==> src/sv/tfr_pkg.sv <==
// Package: shared constants, status codes and helpers for the threshold frame receiver.
`default_nettype none
package tfr_pkg;

	localparam int BYTE_W   = 8;
	localparam int VAL_W    = 7;
	localparam int DIGIT_W  = 4;
	localparam int CNT_W    = 3;
	localparam int NDIGITS  = 4;
	localparam int STATUS_W = 3;
	localparam int PADDR_W  = 3;
	localparam int PDATA_W  = 32;

	localparam logic [BYTE_W-1:0] START_CHAR = 8'h3C;
	localparam logic [BYTE_W-1:0] END_CHAR   = 8'h3E;
	localparam logic [BYTE_W-1:0] ZERO_CHAR  = 8'h30;
	localparam logic [BYTE_W-1:0] NINE_CHAR  = 8'h39;

	localparam logic [CNT_W-1:0] FULL_COUNT = CNT_W'(NDIGITS);

	localparam logic [VAL_W-1:0] LOWER_RESET = 7'd50;
	localparam logic [VAL_W-1:0] UPPER_RESET = 7'd90;

	// register byte addresses
	localparam logic [PADDR_W-1:0] ADDR_LOWER = 3'd0;
	localparam logic [PADDR_W-1:0] ADDR_UPPER = 3'd4;

	typedef enum logic [STATUS_W-1:0] {
		ST_NONE     = 3'd0,
		ST_ACCEPTED = 3'd1,
		ST_COUNT    = 3'd2,
		ST_ORDER    = 3'd3,
		ST_RANGE    = 3'd4,
		ST_ABORT    = 3'd5
	} status_t;

	// two decimal digits to a binary value: tens*8 + tens*2 + units
	function automatic logic [VAL_W-1:0] dec2(input logic [DIGIT_W-1:0] tens,
		input logic [DIGIT_W-1:0] units);
		logic [VAL_W-1:0] t;
		logic [VAL_W-1:0] u;
		t = VAL_W'(tens);
		u = VAL_W'(units);
		return (t << 3) + (t << 1) + u;
	endfunction

endpackage
`default_nettype wire

==> src/sv/tfr_if.sv <==
// Interfaces: received-byte channel and result channel.
`default_nettype none
interface tfr_rx_if;
	import tfr_pkg::*;
	logic              valid;
	logic              ready;
	logic [BYTE_W-1:0] rx_byte;

	modport source(output valid, output rx_byte, input ready);
	modport sink(input valid, input rx_byte, output ready);
endinterface

interface tfr_res_if;
	import tfr_pkg::*;
	logic                valid;
	logic                ready;
	logic [STATUS_W-1:0] frame_status;
	logic                remote_on;
	logic [VAL_W-1:0]    low_value;
	logic [VAL_W-1:0]    high_value;

	modport source(output valid, output frame_status, output remote_on,
		output low_value, output high_value, input ready);
	modport sink(input valid, input frame_status, input remote_on,
		input low_value, input high_value, output ready);
endinterface
`default_nettype wire

==> src/sv/threshold_frame_receiver.sv <==
// Top level: parser for '<dddd>' threshold frames with an APB limit register port.
//
// Usage
//  rx     : one received ASCII byte per item (valid/ready). '<' opens a frame,
//           four digits give low (first two) and high (last two), '>' closes it.
//  result : one item per received byte: frame_status (0 none, 1 accepted,
//           2 wrong digit count, 3 high below low, 4 out of range, 5 aborted),
//           plus remote_on, low_value and high_value as they stand after it.
//  apb    : lower_limit at 0x0, upper_limit at 0x4 (7 bits each), readable,
//           pready tied high; user writes only with no item in flight, unchecked.
// Timing
//  One byte an item, accepted every cycle while rx.ready is high. Each byte
//  passes through an input register, then the parse and compare logic into
//  the result register.
// Reset
//  arst_n clears frame state, the sticky flag and the kept pair; limits go
//  to 50 and 90. Stored digits are not cleared; they are only read once
//  all four were written in the current frame.
// Stalls
//  With result.ready low the result is held; one more byte sits in the input
//  register, after which rx.ready drops.
`default_nettype none
module threshold_frame_receiver (
	input  wire                          clk,
	input  wire                          arst_n,
	input  wire                          psel,
	input  wire                          penable,
	input  wire                          pwrite,
	input  wire [tfr_pkg::PADDR_W-1:0]   paddr,
	input  wire [tfr_pkg::PDATA_W-1:0]   pwdata,
	output logic [tfr_pkg::PDATA_W-1:0]  prdata,
	output logic                         pready,
	tfr_rx_if.sink                       rx,
	tfr_res_if.source                    result
);
	import tfr_pkg::*;

	// configuration
	logic [VAL_W-1:0] lower_q, upper_q;

	// input stage
	logic              v_s1;
	logic [BYTE_W-1:0] byte_s1;

	// frame state
	logic                frame_open_q;
	logic [CNT_W-1:0]    count_q;
	logic [DIGIT_W-1:0]  digit_q [NDIGITS];
	logic                remote_q;
	logic [VAL_W-1:0]    low_q, high_q;

	// result register
	logic    res_v_q;
	status_t status_q;

	logic    adv;
	logic    is_digit;
	logic [VAL_W-1:0] lo, hi;
	status_t pair_st, status_d;
	logic    store_digit, close_frame, keep_pair;

	// ---------------- APB ----------------
	assign pready = 1'b1;

	always_ff @(posedge clk or negedge arst_n) begin
		if (!arst_n) begin
			lower_q <= LOWER_RESET;
			upper_q <= UPPER_RESET;
		end else if (psel && penable && pwrite) begin
			if (paddr == ADDR_LOWER) begin
				lower_q <= pwdata[VAL_W-1:0];
			end else if (paddr == ADDR_UPPER) begin
				upper_q <= pwdata[VAL_W-1:0];
			end
		end
	end

	always_comb begin
		prdata = '0;
		if (paddr == ADDR_LOWER) begin
			prdata = PDATA_W'(lower_q);
		end else if (paddr == ADDR_UPPER) begin
			prdata = PDATA_W'(upper_q);
		end
	end

	// ---------------- handshake ----------------
	// item moves from the input register into the result register
	assign adv      = v_s1 && (!res_v_q || result.ready);
	assign rx.ready = !v_s1 || adv;

	always_ff @(posedge clk or negedge arst_n) begin
		if (!arst_n) begin
			v_s1 <= 1'b0;
		end else if (rx.ready) begin
			v_s1 <= rx.valid;
		end
	end

	always_ff @(posedge clk) begin
		if (rx.valid && rx.ready) begin
			byte_s1 <= rx.rx_byte;
		end
	end

	// ---------------- parse ----------------
	assign is_digit = (byte_s1 >= ZERO_CHAR) && (byte_s1 <= NINE_CHAR);
	assign lo = dec2(digit_q[0], digit_q[1]);
	assign hi = dec2(digit_q[2], digit_q[3]);

	always_comb begin
		if (hi < lo) begin
			pair_st = ST_ORDER;
		end else if (lo < lower_q || lo > upper_q || hi < lower_q || hi > upper_q) begin
			pair_st = ST_RANGE;
		end else begin
			pair_st = ST_ACCEPTED;
		end
	end

	always_comb begin
		status_d    = ST_NONE;
		store_digit = 1'b0;
		close_frame = 1'b0;
		keep_pair   = 1'b0;
		if (byte_s1 != START_CHAR && frame_open_q) begin
			if (is_digit) begin
				if (count_q < FULL_COUNT) begin
					store_digit = 1'b1;
				end else begin
					close_frame = 1'b1;
					status_d    = ST_ABORT;
				end
			end else if (byte_s1 == END_CHAR) begin
				close_frame = 1'b1;
				if (count_q == FULL_COUNT) begin
					status_d  = pair_st;
					keep_pair = (pair_st == ST_ACCEPTED);
				end else begin
					status_d = ST_COUNT;
				end
			end else begin
				close_frame = 1'b1;
				status_d    = ST_ABORT;
			end
		end
	end

	// frame state advances with each item as it reaches the result register
	always_ff @(posedge clk or negedge arst_n) begin
		if (!arst_n) begin
			frame_open_q <= 1'b0;
			count_q      <= '0;
			remote_q     <= 1'b0;
			low_q        <= '0;
			high_q       <= '0;
		end else if (adv) begin
			if (byte_s1 == START_CHAR) begin
				frame_open_q <= 1'b1;
				count_q      <= '0;
			end else if (close_frame) begin
				frame_open_q <= 1'b0;
				count_q      <= '0;
			end else if (store_digit) begin
				count_q <= count_q + CNT_W'(1);
			end
			if (keep_pair) begin
				remote_q <= 1'b1;
				low_q    <= lo;
				high_q   <= hi;
			end
		end
	end

	always_ff @(posedge clk) begin
		if (adv && store_digit) begin
			digit_q[count_q[1:0]] <= byte_s1[DIGIT_W-1:0];
		end
	end

	// ---------------- result register ----------------
	always_ff @(posedge clk or negedge arst_n) begin
		if (!arst_n) begin
			res_v_q  <= 1'b0;
			status_q <= ST_NONE;
		end else if (adv) begin
			res_v_q  <= 1'b1;
			status_q <= status_d;
		end else if (result.ready) begin
			res_v_q <= 1'b0;
		end
	end

	// kept pair and flag only change when a new item enters the result
	// register, so they always belong to the item on show
	assign result.valid        = res_v_q;
	assign result.frame_status = status_q;
	assign result.remote_on    = remote_q;
	assign result.low_value    = low_q;
	assign result.high_value   = high_q;

endmodule
`default_nettype wire

==> src/flat_wrapper.sv <==
// flat-port wrapper written by rule: the top's interface ports become plain ports
module threshold_frame_receiver_flat import tfr_pkg::*;
  (clk, arst_n, psel, penable, pwrite, paddr, pwdata, prdata, pready, rx_valid, rx_rx_byte, rx_ready, result_valid, result_frame_status, result_remote_on, result_low_value, result_high_value, result_ready);
  tfr_rx_if rx_i ();
  tfr_res_if result_i ();
  input  wire clk;
  input  wire arst_n;
  input  wire psel;
  input  wire penable;
  input  wire pwrite;
  input  wire [tfr_pkg::PADDR_W-1:0] paddr;
  input  wire [tfr_pkg::PDATA_W-1:0] pwdata;
  output logic [tfr_pkg::PDATA_W-1:0] prdata;
  output logic pready;
  input wire logic [$bits(rx_i.valid)-1:0] rx_valid;
  input wire logic [$bits(rx_i.rx_byte)-1:0] rx_rx_byte;
  output wire logic [$bits(rx_i.ready)-1:0] rx_ready;
  output wire logic [$bits(result_i.valid)-1:0] result_valid;
  output wire logic [$bits(result_i.frame_status)-1:0] result_frame_status;
  output wire logic [$bits(result_i.remote_on)-1:0] result_remote_on;
  output wire logic [$bits(result_i.low_value)-1:0] result_low_value;
  output wire logic [$bits(result_i.high_value)-1:0] result_high_value;
  input wire logic [$bits(result_i.ready)-1:0] result_ready;
  assign rx_i.valid = rx_valid;
  assign rx_i.rx_byte = rx_rx_byte;
  assign rx_ready = rx_i.ready;
  assign result_valid = result_i.valid;
  assign result_frame_status = result_i.frame_status;
  assign result_remote_on = result_i.remote_on;
  assign result_low_value = result_i.low_value;
  assign result_high_value = result_i.high_value;
  assign result_i.ready = result_ready;
  threshold_frame_receiver u_core (.clk(clk), .arst_n(arst_n), .psel(psel), .penable(penable), .pwrite(pwrite), .paddr(paddr), .pwdata(pwdata), .prdata(prdata), .pready(pready), .rx(rx_i), .result(result_i));
endmodule
==> config.mk <==
export PLATFORM = sky130hd
export DESIGN_NAME = threshold_frame_receiver_flat
export DESIGN_NICKNAME = d
export VERILOG_FILES = /design/src/sv/tfr_pkg.sv /design/src/sv/tfr_if.sv /design/src/sv/threshold_frame_receiver.sv /design/src/flat_wrapper.sv
export SDC_FILE = /design/constraint.sdc
export NUM_CORES = 1
export LEC_CHECK = 0
export ABC_AREA = 1
export BUFFER_PORTS_ARGS = -buffer_cell sky130_fd_sc_hd__buf_2
export CAP_MARGIN = 40
export CORE_ASPECT_RATIO = 0.9
export CORE_UTILIZATION = 48
export CTS_CLUSTER_SIZE = 40
export DETAILED_ROUTE_END_ITERATION = 8
export PLACE_DENSITY = 0.87
export SLEW_MARGIN = 20
export SYNTH_ARGS = -nofsm -noshare
export SYNTH_HDL_FRONTEND = slang
export SYNTH_SLANG_ARGS = --single-unit
==> constraint.sdc <==
create_clock -name clk -period 3.3 [get_ports clk]
set_input_delay 0.33 -clock clk [delete_from_list [all_inputs] [get_ports clk]]
set_output_delay 0.33 -clock clk [all_outputs]
set_load 0.05 [all_outputs]
==> results of run 1 <==
-- cell families (layout without fill, tap and decap cells) --
kind of cell,after synthesis,in the layout,share of synthesized area
other,2,26,0.00193
DFF,62,62,0.432
buffers and inverters,94,156,0.121
xor gates and xnor gates,6,6,0.0135
and+or+nand+nor,164,165,0.180
adders and majority gates,54,54,0.182
AOI/OAI and AO/OA,48,48,0.0698
-- critical path, cell delays in order (launching register included) --
cell and delay [ns]:
sky130_fd_sc_hd__edfxtp_1 0.34, sky130_fd_sc_hd__inv_2 0.04, sky130_fd_sc_hd__fa_1 0.56, sky130_fd_sc_hd__inv_2 0.06
sky130_fd_sc_hd__fa_2 0.36, sky130_fd_sc_hd__a21oi_2 0.16, sky130_fd_sc_hd__o21bai_1 0.09, sky130_fd_sc_hd__xnor2_1 0.23
sky130_fd_sc_hd__inv_2 0.13, sky130_fd_sc_hd__ha_4 0.25, sky130_fd_sc_hd__nand2_1 0.08, sky130_fd_sc_hd__nand2_1 0.07
sky130_fd_sc_hd__a21oi_2 0.12, sky130_fd_sc_hd__nand2_1 0.06, sky130_fd_sc_hd__nand2_1 0.06, sky130_fd_sc_hd__nand4_1 0.16
sky130_fd_sc_hd__inv_2 0.16, sky130_fd_sc_hd__buf_6 0.12, sky130_fd_sc_hd__buf_12 0.11, sky130_fd_sc_hd__nand3_1 0.09
sky130_fd_sc_hd__nand2_1 0.09
-- sequential cells by signal, summed over array words and instances (netlist names) --
signal and cells:
u_core.count_q 3, u_core.v_s1 1, u_core.upper_q 7, u_core.result.frame_status 3, u_core.result.remote_on 1, u_core.byte_s1 8
u_core.result.high_value 7, u_core.digit_q 16, u_core.frame_open_q 1, u_core.lower_q 7, u_core.result.valid 1, u_core.result.low_value 7
-- metal layers --
metal | share of wire | up-vias | wire [µm] | global-route usage
li1 | - | 1515 | - | -
met1 | 0.41 | 1514 | 3800 | 0.244
met2 | 0.51 | 140 | 4820 | 0.393
met3 | 0.066 | 13 | 615 | 0.0602
met4 | 0.013 | 0 | 122 | 0.0692
met5 | 0 | - | 0 | 0
-- what timing repair did --
action,in CTS,in global routing
pin swaps,10,16
gates resized for setup,16,38
hold buffers,1,0
setup buffers,7,7
endpoints found under the setup margin,17,18
hold endpoints to repair,14,0
cloned,1,1
-- report_power, final --
part           internal (mW)  leakage, nW  switching, mW
clock network          0.515        0.127          0.334
logic                  0.184         1.70          0.412
registers              0.883        0.697         0.0362
total                   1.58         2.52          0.783
-- cell type report --
cell class / count / area, µm² / share of cell area
clock buffer: 9 / 124 / 0.0254
clock inverter: 7 / 128 / 0.0262
inverter: 63 / 236 / 0.0486
multi-input combinational: 299 / 2050 / 0.421
sequential: 62 / 1680 / 0.345
tap: 96 / 120 / 0.0247
timing repair buffer: 77 / 529 / 0.109
-- per-stage QoR --
stage                     worst slack, ns  power [mW]  std cells  instance area (µm²)
after floorplan                    0.0972        1.32        454                 3980
after global placement            -0.0646        1.41        583                 4240
after detailed placement           -0.126        1.44        584                 4270
after CTS                        -0.00366        2.33        609                 4700
after global routing               -0.295        2.47        613                 4870
final                              -0.115        2.36        613                 4870
-- cell usage in the layout, fill, tap and decap left out, types with 3 or more instances in the layout --
master and count:
sky130_fd_sc_hd__inv_6 3, sky130_fd_sc_hd__edfxtp_1 24, sky130_fd_sc_hd__ha_1 45, sky130_fd_sc_hd__nand2_4 4
sky130_fd_sc_hd__buf_2 51, sky130_fd_sc_hd__a21oi_1 12, sky130_fd_sc_hd__buf_12 3, sky130_fd_sc_hd__nor2_4 3
sky130_fd_sc_hd__ha_4 4, sky130_fd_sc_hd__clkbuf_8 9, sky130_fd_sc_hd__a21o_1 3, sky130_fd_sc_hd__nor2_1 16
sky130_fd_sc_hd__o21ai_0 16, sky130_fd_sc_hd__dfstp_2 7, sky130_fd_sc_hd__inv_2 7, sky130_fd_sc_hd__buf_6 5
sky130_fd_sc_hd__inv_1 56, sky130_fd_sc_hd__dfrtp_1 31, sky130_fd_sc_hd__bufinv_16 3, sky130_fd_sc_hd__conb_1 26
sky130_fd_sc_hd__nand4_1 3, sky130_fd_sc_hd__o22ai_1 7, sky130_fd_sc_hd__nand2_1 100, sky130_fd_sc_hd__buf_4 16
sky130_fd_sc_hd__nand3_1 20, sky130_fd_sc_hd__nand3_2 5, sky130_fd_sc_hd__nand2_2 8
-- path summary, 6_finish.rpt --
check	start	end	slack (ns)	depth (start not counted)
setup / recovery	u_core.digit_q[1][3]	u_core.result.high_value[1]	-0.12	20
hold / removal	rx_rx_byte[5]	u_core.byte_s1[5]	0.15	1
setup reg to reg	u_core.digit_q[1][3]	u_core.result.high_value[1]	-0.12	20
hold reg to reg	u_core.result.high_value[3]	u_core.result.high_value[3]	0.47	2
max in group asynchronous	arst_n	u_core.upper_q[4]	2.31	3
min in group asynchronous	arst_n	u_core.count_q[0]	0.45	2
==> results.cfg, run 1 <==
[status]
run_status = finished, violations left
failing_checks = negative setup slack

[sta]
setup_slack_ns = -0.115
holdWs_ns = 0.150
finalHoldViolations = 0
setup_repair_after_global_routing_missed_its_margin = true
post-route-period-util = 1.03
fmax_ghz = 0.293
final.setup_skew_ns = 0.00685
tightestPinTransition_ns = 0.856
final_period_minus_worst_setup_slack_ns = 3.42
final-setup-viol-count = 16
max_slew_violation_count = 0
relSlewSlack = 0.427
setup_tns_ns = -1.10

[place]
globalplace.congestion = 0.876
io_buffers = 51
place.detailed.hpwl_um = 6140

[critical_path]
worst-endpoint-required_ns = 3.59
worst-path-max-fanout = 7
arrival_ns = 3.70
crit_path_end_kind = flip-flop
critPathKind = reg2reg
timing.critical_path.from_type = flip-flop

[synth]
synth.top_cells.by_area = sky130_fd_sc_hd__dfrtp_1, sky130_fd_sc_hd__edfxtp_1, sky130_fd_sc_hd__ha_1
synth.distinct_cells = 32
synth_area_um2 = 3890
synth-seq-cells = 62
async_reset_ff_frac = 0.613
ys_warn_count = 0
netlist.top_cell.by_area = sky130_fd_sc_hd__dfrtp_1
synthDominantCellAreaShare = 0.200
ys_seq_area_frac = 0.432
number_of_synthesized_flops_with_an_enable_pin = 24
synth.most_common_cell = sky130_fd_sc_hd__nand2_1
avg_synthesized_cell_area_um2 = 9.04
syn-instance-count = 430
yosys_most_used_dff = sky130_fd_sc_hd__dfrtp_1
yosys-top-cells-count = sky130_fd_sc_hd__nand2_1, sky130_fd_sc_hd__inv_1, sky130_fd_sc_hd__ha_1, sky130_fd_sc_hd__dfrtp_1, sky130_fd_sc_hd__buf_4

[hold_path]
hold_class = in2reg

[floorplan]
floorplan.die.width_um = 96.9
rows = 30
initial_utilization = 0.505
die-height_um = 87.4
top_level_ports = 103
floorplan_core_area_um2 = 7690
die_area_um2 = 8460

[routing]
drt_first_pass_iters = 5
route.detailed.drc = 0
detail_route.wirelength_um = 9360
detailroute.via_count = 3182
drt_iter0_drc = 207
antenna_left = 0
vias_per_cell = 5.19
drt-wirelength-per-cell_um = 15.3

[global_routing]
grt_first_pass_wirelength_um = 14200
grt_max_degree = 25
total_global_routing_overflow = 0
grt_antenna_before_repair = 0
grt_util_all_layers = 0.215
grt_pass1_vias = 3159

[power]
power_density_nw_per_um2 = 486
p_leak_nw = 2.52
irDropWorstVdd_mv = 0.321

[finish]
post-route-util = 0.633
layout_cells_sized_above_1 = 0.280
syn_to_final_growth_pct = 25.2
n_fill_cell = 550
num-nets-final = 616
n_antenna_cell = 0

[clock_tree]
ctsHtreeMaxLevel = 3
ctsRootBufferMaster = sky130_fd_sc_hd__clkbuf_8
numCtsBuffers = 9
clkSinkCount = 62
clk_path_buf_depth = 2
insertion_delay_ns = 0.35
tritoncts = yes
clkSlewWorstSetupHoldPaths_ns = 0.08

[flow_run]
timing.max_cap.violations = 0
Note: power is estimated with default switching activity, not from simulation.
==> run 2, diff against run 1 <==
--- a/config.mk
+++ b/config.mk
@@ -5,7 +5,6 @@
 export SDC_FILE = /design/constraint.sdc
 export NUM_CORES = 1
 export LEC_CHECK = 0
-export ABC_AREA = 1
 export BUFFER_PORTS_ARGS = -buffer_cell sky130_fd_sc_hd__buf_2
 export CAP_MARGIN = 40
 export CORE_ASPECT_RATIO = 0.9
==> results.cfg, run 2 <==
[status]
run_status = finished, violations left
failing_checks = negative setup slack

[sta]
final.setup_skew_ns = 0.00835
max_slew_violation_count = 0
setup_tns_ns = -5.86
setup_slack_ns = -0.380
final-setup-viol-count = 18
final_period_minus_worst_setup_slack_ns = 3.68
holdWs_ns = 0.149
setup_repair_after_global_routing_missed_its_margin = true
fmax_ghz = 0.272
post-route-period-util = 1.12
finalHoldViolations = 0

[finish]
post-route-util = 0.625
syn_to_final_growth_pct = 23.3
commonest_non_fill_non_tap_cells_in_the_layout = sky130_fd_sc_hd__buf_2, sky130_fd_sc_hd__ha_1, sky130_fd_sc_hd__inv_1
multi_input_comb_area_um2 = 2140
layout.cells.most_common = sky130_fd_sc_hd__buf_2
largest_register_ff_count = 16
finalInstanceArea_um2 = 4810
finalNonFillerCells = 522
n_antenna_cell = 0
sequential_cell_area_um2 = 1680
layout_cells_sized_above_1 = 0.404
num-nets-final = 525
n_fill_cell = 581

[routing]
route.detailed.drc = 0
vias_per_cell = 5.24
detailroute.via_count = 2737
drt-wirelength-per-cell_um = 16.1
drt_iter0_drc = 173
detail_route.wirelength_um = 8400
antenna_left = 0
drt_first_pass_iters = 4

[clock_tree]
clkSinkCount = 62
clk_path_buf_depth = 2
ctsHtreeMaxLevel = 3
clkSlewWorstSetupHoldPaths_ns = 0.08
tritoncts = yes
ctsRootBufferMaster = sky130_fd_sc_hd__clkbuf_8
insertion_delay_ns = 0.35
numCtsBuffers = 9

[critical_path]
timing.critical_path.slowest_stage_cell = sky130_fd_sc_hd__fa_1
sequence_of_cells_on_the_critical_path = inv_1 -> fa_1 -> inv_1 -> fa_2 -> a21o_1 -> a21oi_2 -> xnor2_2 -> ha_1 -> nand4_1 -> a21oi_1 -> o22ai_2 -> o2111ai_4 -> nor3_4 -> buf_12 -> mux2_4
worst_r2r_dst = u_core.result.high_value[1]
crit_path_end_kind = flip-flop
timing.critical_path.from_type = flip-flop
r2r-start = u_core.digit_q[1][3]
timing.critical_path.max_delay_family = adder cells
slowest_delay_ns = 0.52
regToRegSetupSlack_ns = -0.38
r2r.worst_path.cells = 15
critPathMostFrequentCell = sky130_fd_sc_hd__inv_1
critical_path.n_buffers_inverters = 3
critPathKind = reg2reg
worst-path-max-fanout = 10
worst-endpoint-required_ns = 3.54
arrival_ns = 3.92

[synth]
async_reset_ff_frac = 0.613
yosys.area_share.adder = 0.181
number_of_synthesized_flops_with_an_enable_pin = 24
ys_warn_count = 0
synth_mux_area_frac = 0.110
synth_area_um2 = 3900
synth.most_common_cell = sky130_fd_sc_hd__ha_1
synth-seq-cells = 62
synth_top_family_by_area = adder cells
netlist.top_cell.by_area = sky130_fd_sc_hd__dfrtp_1
yosys.area_share.xor_xnor = 0.0135
synth.distinct_cells = 51
yosys-top-cells-count = sky130_fd_sc_hd__ha_1, sky130_fd_sc_hd__inv_1, sky130_fd_sc_hd__dfrtp_1, sky130_fd_sc_hd__buf_4, sky130_fd_sc_hd__edfxtp_1
syn-instance-count = 328
synth-compound-area-share = 0.0917
synth.top_cells.by_area = sky130_fd_sc_hd__dfrtp_1, sky130_fd_sc_hd__edfxtp_1, sky130_fd_sc_hd__ha_1
synthDominantCellAreaShare = 0.199
synth-simple-area-share = 0.0798
avg_synthesized_cell_area_um2 = 11.9
yosys_most_used_dff = sky130_fd_sc_hd__dfrtp_1
ys_seq_area_frac = 0.430

[place]
placement.cell_area_um2 = 4400
io_buffers = 51
pre_cts_slack_ns = -0.326
place_inst = 495
place.detailed.hpwl_um = 6050
globalplace.congestion = 0.790

[global_routing]
grt_first_pass_wirelength_um = 13500
total_global_routing_overflow = 0
grt_util_all_layers = 0.207
grt_pass1_vias = 2833
grt_max_degree = 39
grt_antenna_before_repair = 0

[power]
design_power_total_mw = 1.90
irDropWorstVdd_mv = 0.291
p_leak_nw = 2.37
power_density_nw_per_um2 = 394

[flow_run]
timing.max_cap.violations = 0

[floorplan]
die-height_um = 87.6
die_area_um2 = 8500
floorplan.die.width_um = 97.1
rows = 30
floorplan_core_area_um2 = 7690
initial_utilization = 0.507
top_level_ports = 103

[hold_path]
hold_class = in2reg
hold_start = rx_rx_byte[5]
whs_path_depth = 1
terminating_pin_of_the_worst_hold_path = u_core.byte_s1[5]
[run 2: changes by cell type in the layout (fill, tap and decap cells not counted), sizes merged, moves of 7 or more]
| cell | change |
|---|---|
| buf | +10 |
| o21ai | -7 |
| mux2i | +7 |
| mux2 | +29 |
| nor2 | -9 |
| nand2 | -107 |
| nand3 | -22 |
| inv | -27 |
| and2 | +7 |
[run 2: where the power goes]
group	internal (mW)	total, mW	switching [mW]
combinational	0.138	0.385	0.246
clock	0.281	0.619	0.338
sequential	0.857	0.892	0.0346
total	1.28	1.90	0.619
[run 2: cell families after synthesis]
family	count (synthesis)
and+or+nand+nor	54
muxes	36
AOI/OAI and AO/OA	49
adders and majority gates	54
buffers and inverters	65
other	2
xor gates and xnor gates	6
DFF	62
[run 2: worst max path at each step]
stage | start | endpoint | slack, ns | cells after the start
after CTS | u_core.digit_q[2][2] | u_core.result.low_value[5] | -0.34 | 15
after global placement | u_core.digit_q[2][2] | u_core.result.low_value[3] | -0.21 | 15
after floorplan | u_core.digit_q[1][3] | u_core.result.high_value[0] | -0.09 | 15
after detailed placement | u_core.digit_q[2][2] | u_core.result.high_value[6] | -0.33 | 15
final | u_core.digit_q[1][3] | u_core.result.high_value[1] | -0.38 | 15
after global routing | u_core.digit_q[2][2] | u_core.result.low_value[4] | -0.50 | 15
[run 2: timing repair]
item / 4_1_cts / 5_1_grt
hold endpoints to repair: 0 / 8
hold buffers: 0 / 1
setup endpoints to repair: 18 / 18
setup buffers: 4 / 7
pin swaps: 6 / 2
gates resized for setup: 12 / 10
[run 2: area by class of cell]
cell class	instances	area share
multi-input cells	225	0.444
flip-flops and latches	62	0.349
repair buffers	87	0.116
inverters	36	0.0281
clock buffers	9	0.0257
well taps	96	0.0250
clock inverters	7	0.0114
[run 2: worst register-to-register path, cell delays in order (launching register included)]
cell and delay [ns]:
sky130_fd_sc_hd__edfxtp_1 0.33, sky130_fd_sc_hd__inv_1 0.06, sky130_fd_sc_hd__fa_1 0.52, sky130_fd_sc_hd__inv_1 0.06
sky130_fd_sc_hd__fa_2 0.35, sky130_fd_sc_hd__a21o_1 0.18, sky130_fd_sc_hd__a21oi_2 0.17, sky130_fd_sc_hd__xnor2_2 0.19
sky130_fd_sc_hd__ha_1 0.30, sky130_fd_sc_hd__nand4_1 0.19, sky130_fd_sc_hd__a21oi_1 0.10, sky130_fd_sc_hd__o22ai_2 0.20
sky130_fd_sc_hd__o2111ai_4 0.19, sky130_fd_sc_hd__nor3_4 0.23, sky130_fd_sc_hd__buf_12 0.19, sky130_fd_sc_hd__mux2_4 0.31
[run 2: per-layer routing]
layer / share of wire / up-vias / GRT usage
met3: 0.045 / 22 / 0.0527
li1: - / 1290 / -
met5: 0 / - / 0
met1: 0.42 / 1342 / 0.247
met4: 0.025 / 0 / 0.0678
met2: 0.51 / 83 / 0.371
